`src/rtl/cspat_pkg.sv`:
```
// shared types and constants for the call site page accounting table
package cspat_pkg;

  // table geometry
  localparam int SITES   = 64;
  localparam int SLOT_W  = $clog2(SITES);
  localparam int CNT_W   = $clog2(SITES + 1);
  localparam int HASH_SH = 4;

  // request commands
  typedef enum logic [1:0] {
    CMD_ALLOC = 2'd0,
    CMD_FREE  = 2'd1,
    CMD_SNAP  = 2'd2,
    CMD_NOP   = 2'd3
  } cmd_t;

  // one input request
  typedef struct packed {
    cmd_t        command;
    logic [63:0] caller_pc;
    logic [31:0] page_count;
    logic [15:0] free_slot;
    logic [15:0] max_entries;
  } req_t;

  // one result
  typedef struct packed {
    logic [5:0]  slot_index;
    logic [63:0] site_address;
    logic [63:0] alloc_total;
    logic [63:0] free_total;
    logic        entry_valid;
    logic        last;
  } rsp_t;

  // one table entry
  typedef struct packed {
    logic [63:0] addr;
    logic [63:0] alloc;
    logic [63:0] free;
  } entry_t;

  // controller states
  typedef enum logic [2:0] {
    ST_IDLE,
    ST_PROBE_RD,
    ST_PROBE_CK,
    ST_UPD_RD,
    ST_UPD_WR,
    ST_SNAP_RD,
    ST_SNAP_CK,
    ST_SNAP_FIN
  } state_t;

  // source of the output register
  typedef enum logic [1:0] {
    OSEL_NONE,
    OSEL_UPD,
    OSEL_PEND,
    OSEL_MARK
  } out_sel_t;

  // controller to datapath commands
  typedef struct packed {
    logic     load_req;
    logic     mem_rd;
    logic     adv;
    logic     to_slot0;
    logic     set_claim;
    logic     mem_wr;
    logic     pend_take;
    out_sel_t out_sel;
    logic     out_last;
  } ctl_t;

  // datapath to controller status
  typedef struct packed {
    cmd_t command;
    logic pc_zero;
    logic limit_zero;
    logic slot_zero;
    logic probe_done;
    logic hit;
    logic nonempty;
    logic scan_end;
    logic limit_hit;
    logic pend_v;
    logic out_free;
  } sts_t;

endpackage

```
`src/rtl/cspat_ctrl.sv`:
```
// controller: sequences probe, update and snapshot scan
module cspat_ctrl (
  input  logic            clk,
  input  logic            rst,
  input  logic            req_valid,
  output logic            req_stall,
  input  cspat_pkg::sts_t sts,
  output cspat_pkg::ctl_t ctl
);
  import cspat_pkg::*;

  state_t state;
  state_t state_next;

  // state register
  always_ff @(posedge clk) begin
    if (rst) begin
      state <= ST_IDLE;
    end else begin
      state <= state_next;
    end
  end

  assign req_stall = (state != ST_IDLE);

  // next state and commands
  always_comb begin
    state_next = state;
    ctl        = '0;
    ctl.out_sel = OSEL_NONE;
    unique case (state)
      ST_IDLE: begin
        if (req_valid) begin
          ctl.load_req = 1'b1;
          case (sts.command)
            CMD_ALLOC: state_next = sts.pc_zero ? ST_UPD_RD : ST_PROBE_RD;
            CMD_FREE:  state_next = ST_UPD_RD;
            CMD_SNAP:  state_next = sts.limit_zero ? ST_SNAP_FIN : ST_SNAP_RD;
            default:   state_next = ST_IDLE;
          endcase
        end
      end
      // probe: slot 0 is skipped without a read
      ST_PROBE_RD: begin
        if (sts.slot_zero) begin
          if (sts.probe_done) begin
            ctl.to_slot0 = 1'b1;
            state_next   = ST_UPD_RD;
          end else begin
            ctl.adv = 1'b1;
          end
        end else begin
          ctl.mem_rd = 1'b1;
          state_next = ST_PROBE_CK;
        end
      end
      ST_PROBE_CK: begin
        if (sts.hit) begin
          ctl.set_claim = 1'b1;
          state_next    = ST_UPD_WR;
        end else if (sts.probe_done) begin
          ctl.to_slot0 = 1'b1;
          state_next   = ST_UPD_RD;
        end else begin
          ctl.adv    = 1'b1;
          state_next = ST_PROBE_RD;
        end
      end
      ST_UPD_RD: begin
        ctl.mem_rd = 1'b1;
        state_next = ST_UPD_WR;
      end
      // write back and present the result together
      ST_UPD_WR: begin
        if (sts.out_free) begin
          ctl.mem_wr   = 1'b1;
          ctl.out_sel  = OSEL_UPD;
          ctl.out_last = 1'b1;
          state_next   = ST_IDLE;
        end
      end
      ST_SNAP_RD: begin
        ctl.mem_rd = 1'b1;
        state_next = ST_SNAP_CK;
      end
      // a found entry is held until the next one is found so the final one can carry last
      ST_SNAP_CK: begin
        if (!sts.nonempty) begin
          if (sts.scan_end) begin
            state_next = ST_SNAP_FIN;
          end else begin
            ctl.adv    = 1'b1;
            state_next = ST_SNAP_RD;
          end
        end else if (!sts.pend_v || sts.out_free) begin
          if (sts.pend_v) begin
            ctl.out_sel = OSEL_PEND;
          end
          ctl.pend_take = 1'b1;
          if (sts.limit_hit || sts.scan_end) begin
            state_next = ST_SNAP_FIN;
          end else begin
            ctl.adv    = 1'b1;
            state_next = ST_SNAP_RD;
          end
        end
      end
      ST_SNAP_FIN: begin
        if (sts.out_free) begin
          ctl.out_sel  = sts.pend_v ? OSEL_PEND : OSEL_MARK;
          ctl.out_last = 1'b1;
          state_next   = ST_IDLE;
        end
      end
      default: begin
        state_next = ST_IDLE;
      end
    endcase
  end

endmodule

```
`config.mk`:
```
export PLATFORM = sky130hd
export DESIGN_NAME = cspat_ctrl
export DESIGN_NICKNAME = d
export VERILOG_FILES = /design/src/rtl/cspat_pkg.sv /design/src/rtl/cspat_ctrl.sv
export SDC_FILE = /design/constraint.sdc
export NUM_CORES = 1
export LEC_CHECK = 0
export ABC_AREA = 0
export BUFFER_PORTS_ARGS = -buffer_cell sky130_fd_sc_hd__buf_4
export CORE_AREA = 2 2 39 41
export DETAILED_ROUTE_END_ITERATION = 8
export DIE_AREA = 0 0 41 43
export PLACE_DENSITY = 0.68
export SLEW_MARGIN = 20
export SYNTH_ARGS = -nofsm -noshare
export SYNTH_HDL_FRONTEND = slang
export SYNTH_SLANG_ARGS = --single-unit
```
`constraint.sdc`:
```
create_clock -name clk -period 1.2 [get_ports clk]
set_input_delay 0.06 -clock clk [delete_from_list [all_inputs] [get_ports clk]]
set_output_delay 0.06 -clock clk [all_outputs]
set_load 0.03 [all_outputs]
```
After elaboration in Yosys (flattened, before gate mapping). Cells that the tools add are included.

Equal/unequal tests: 13. Muxes and demuxes: 41. Reduce and logical (&&, ||, !) cells: 9.

Operators by type and width (number): $mux 3 (10); $pmux 3 s7 (1); $mux 2 (9); $mux 1 (15); $eq 3x3->1 const B (4); $pmux 3 s3 (1); $eq 3x2->1 const B (2); $ne 3x3->1 const B (2); $pmux 1 s2 (3); $pmux 2 s3 (1); $reduce_and 4->1 (1); $reduce_or 2->1 (2); $eq 3x1->1 const B (1); $logic_not 3->1 (1); $pmux 1 s3 (1); $reduce_bool 3->1 (1); $eq 2x1->1 const B (1); $eq 2x2->1 const B (1); $logic_not 2->1 (1); $logic_or 1x1->1 (2); $ne 2x1->1 const B (1); $ne 2x2->1 const B (1); $logic_not 1->1 (1).

Flip-flop bits (word level): 3. Bits of input ports: 15. Output and inout bits: 11. Word-level logic and storage cells: 64.

Logic depth before layout (Yosys ltp).
Depth in word-level cells: 5. Mapped depth: 5. Depth with buffers taken out: 4.

Least setup slack after synthesis. No wires, ideal clock.

Path type: register -> output. From: register state[2]. To: output port ctl[3] (netlist name). Data arrival time: 1.759 ns. Data required time: 1.140 ns. Setup slack: -0.619 ns. Stages on the path, launching flop included: 4. Buffers on the path: 1. Cell sequence: dfxtp_1 -> buf_4 -> nand2_1 -> nor4b_1.

RTL lines: start: declaration (line cspat_ctrl.sv:12) `state_t state;`; start signal: assignment (line cspat_ctrl.sv:20) `state <= state_next;`; end: declaration (line cspat_ctrl.sv:8) `output cspat_pkg::ctl_t ctl`.

==> summary.md <==
| Metric | Value |
|---|---|
| RSZ-0062 raised after global routing | yes |
| EDFF count, synth | 0 |
| CP required | 1140 ps |
| Total global routing overflow | 0 |
| Worst hold path class | primary input to flop |
| DIE WIDTH | 41 um |
| Synthesis warning total | 0 |
| CTS Buf Count | 3 |
| Synth top cells by count | 9 x nor2_1, 6 x nand2_1, 5 x a21oi_1 |
| Buf+Inv Stages, Crit Path | 1 |
| RR Startpoint | state[0] |
| Power per cell area | 2680 nW/um2 |
| Die area | 1760 um2 |
| Cell Chain, Critical Path | or3b_1 > a21oi_2 > and3_2 > buf_6 |
| Tot Pwr | 3100 uW |
| Failing checks | negative setup slack |
| Worst reg2reg endpoint | state[2] |
| Max Freq | 639 MHz |
| # fillers | 82 |
| GRT met1 Usage | 33.2% |
| CTS Buffer Depth | 2 |
| Crit-path max FO | 5 |
| # DRC | 0 |
| Most common cell in the synthesized netlist | nor2_1 |
| Initial Util | 33.8% |
| Post-DP HPWL | 1200 um |
| Layout cells sized above 1 | 71.3% |
| Largest register by flop count | state |
| Die height | 43 um |
| Via count | 757 |
| Vias in the first global route | 685 |
| Drt via density | 5.49 |
| Yosys top cell by area | dfxtp_1 |
| Rel. slew slack | 77.1% |
| Number of iterations in the first detailed-routing pass | 4 |
| # setup viols final | 14 |
| Max-Cap Viols | 0 |
| Fin crit share | 130% |
| Worst skew pair latency | 250 ps |
| First-pass GRT wire length | 3240 um |
| Final hold vios | 0 |
| Worst clock skew | 5.72 ps |
| Syn Area/Cell | 7.09 um2 |
| Final WS setup | -364 ps |
| CP Capture Type | output pin |
| Met3 Use GR | 7.85% |
| FFs w/ async S/R, synth | 0% |
| Register area share after synthesis | 12.8% |
| Register bit total from synthesis | 3 |
| WP data arrival | 1500 ps |
| Antenna violations before repair | 0 |
| CTS Hold Bufs | 0 |
| CTS Sinks | 3 |
| Max IR drop VDD | 1.66 mV |
| Pins Over Slew Limit | 0 |
| Status | finished with violations |
| FF+latch area | 71.3 um2 |
| RD Place Congestion | 0.838 |
| Setup tns final | -3210 ps |
| Static leakage | 0.000520 uW |
| ANT nets after route | 0 |
| Average wire per standard cell | 16.5 um |
| Largest net degree at the start of global routing | 8 |
| Post-Syn Nets | 81 |
| CP endpoint | ctl[6] |
| GR Util All Layers | 27.1% |
| CTS root buf | clkbuf_4 |
| Hold path cells | 2 |
| CTS tree | built |
| Synth-to-Final Area Change | 147% |
| Initial DRC count | 28 |
| Crit path max-delay family | simple AND/OR/NAND/NOR gates |
| Max reg flops | 3 |
| WL final | 2280 um |
| Cell area after layout | 1160 um2 |
| ANT cells | 0 |
| H-tree Lvls | 1 |
| Fin Hold WS | 14.2 ps |
| Top cell type's share of synthesized area | 12.8% |
| R2R Setup Slk | -280 ps |
| IO Port Bufs | 25 |
| R2R depth | 6 |
| M2 GR Usage | 43.1% |
| Crit. Startpoint | state[0] |
| Critical path depth in cells | 4 |
| Area of the multi-input gates | 518 um2 |
| Worst-Margin Slew | 340 ps |
| Netlist cell types | 37 |
| Top FF cell, synth | dfxtp_1 |
| Worst-path clk slew | 40 ps |
| CP max stage cell | or3b_1 |
| Crit Path Class | flop to output pin |
| Max incr delay on CP | 360 ps |
| Dpl cell area | 855 um2 |
| GR peak layer | met2 |
| Biggest registers after layout | state: 3 flops |
| Post-layout nets | 138 |
| Num rows | 14 |
| Top cells by area, synth | dfxtp_1 13%, nor2_1 7.2%, a21oi_1 5.3% |
| Top Ports | 26 |
| Startpoint types | flop |
| Min cycle time layout | 1560 ps |
| Core ar. | 1380 um2 |
| Mapped Cells | 66 |
| Mapped cell area | 468 um2 |
## cell usage in the layout (no fill, tap or decap), types with 2 or more instances in the layout
cell      count
a21oi_1       3
a21oi_2       3
buf_4        33
buf_6        22
clkbuf_4      3
dfxtp_4       3
inv_1         3
nand2_1       4
nand3b_1      3
nand4_1       2
nor2_1        6
nor2_4        4
nor2b_1       2
nor4b_4       2
o21ai_2       2
## where the power goes
| part | leakage, uW | switching, uW | total (uW) | internal, uW |
|---|---|---|---|---|
| registers | 0.0000267 | 91.1 | 272 | 181 |
| clock network | 0.0000150 | 72.2 | 198 | 126 |
| logic | 0.000478 | 1220 | 2630 | 1400 |
## per-stage QoR
stage          setup WS, ps  instances  util, %
5_1_grt                -413        138     83.6
3_3_place_gp           -144        120     61.8
2_1_floorplan         -83.6         66        -
4_1_cts                -347        135     79.0
3_5_place_dp           -173        120     61.8
6_report               -364        138     83.6
## timing repair
| action | CTS | global route |
|---|---|---|
| setup buffers | 12 | 3 |
| gates resized for setup | 34 | 10 |
| endpoints found under the hold margin | 0 | 0 |
| setup endpoints to repair | 14 | 14 |
| pin swaps | 19 | 5 |
## layout make-up
type | instances | share of cell area, %
multi-input cells | 56 | 44.8
repair buffers | 56 | 44.1
inverters | 3 | 0.973
flip-flops and latches | 3 | 6.16
clock buffers | 4 | 2.27
well taps | 16 | 1.73
## worst min-delay path by stage
stage	startpoint	to	slack [ps]
after floorplan	rst	state[2]	120
after global placement	rst	state[2]	280
after detailed placement	rst	state[2]	280
after CTS	rst	state[0]	10
after global routing	rst	state[0]	4
final	rst	state[2]	10
## layer usage
metal / up-vias / share of wire, %
li1: 356 / -
met1: 353 / 38
met2: 40 / 53
met3: 8 / 7.0
met4: 0 / 1.0
met5: - / 0
## cell families (layout without fill, tap and decap cells)
group | count (synthesis) | after routing | synth area share, %
AND/OR/NAND/NOR | 36 | 36 | 44.9
multiplexers | 1 | 1 | 3.21
flip-flops | 3 | 3 | 12.8
buffers and inverters | 7 | 63 | 9.09
AO/OA/AOI/OAI | 18 | 18 | 28.1
XOR/XNOR | 1 | 1 | 1.87
Note: power is estimated with default switching activity, not from simulation.
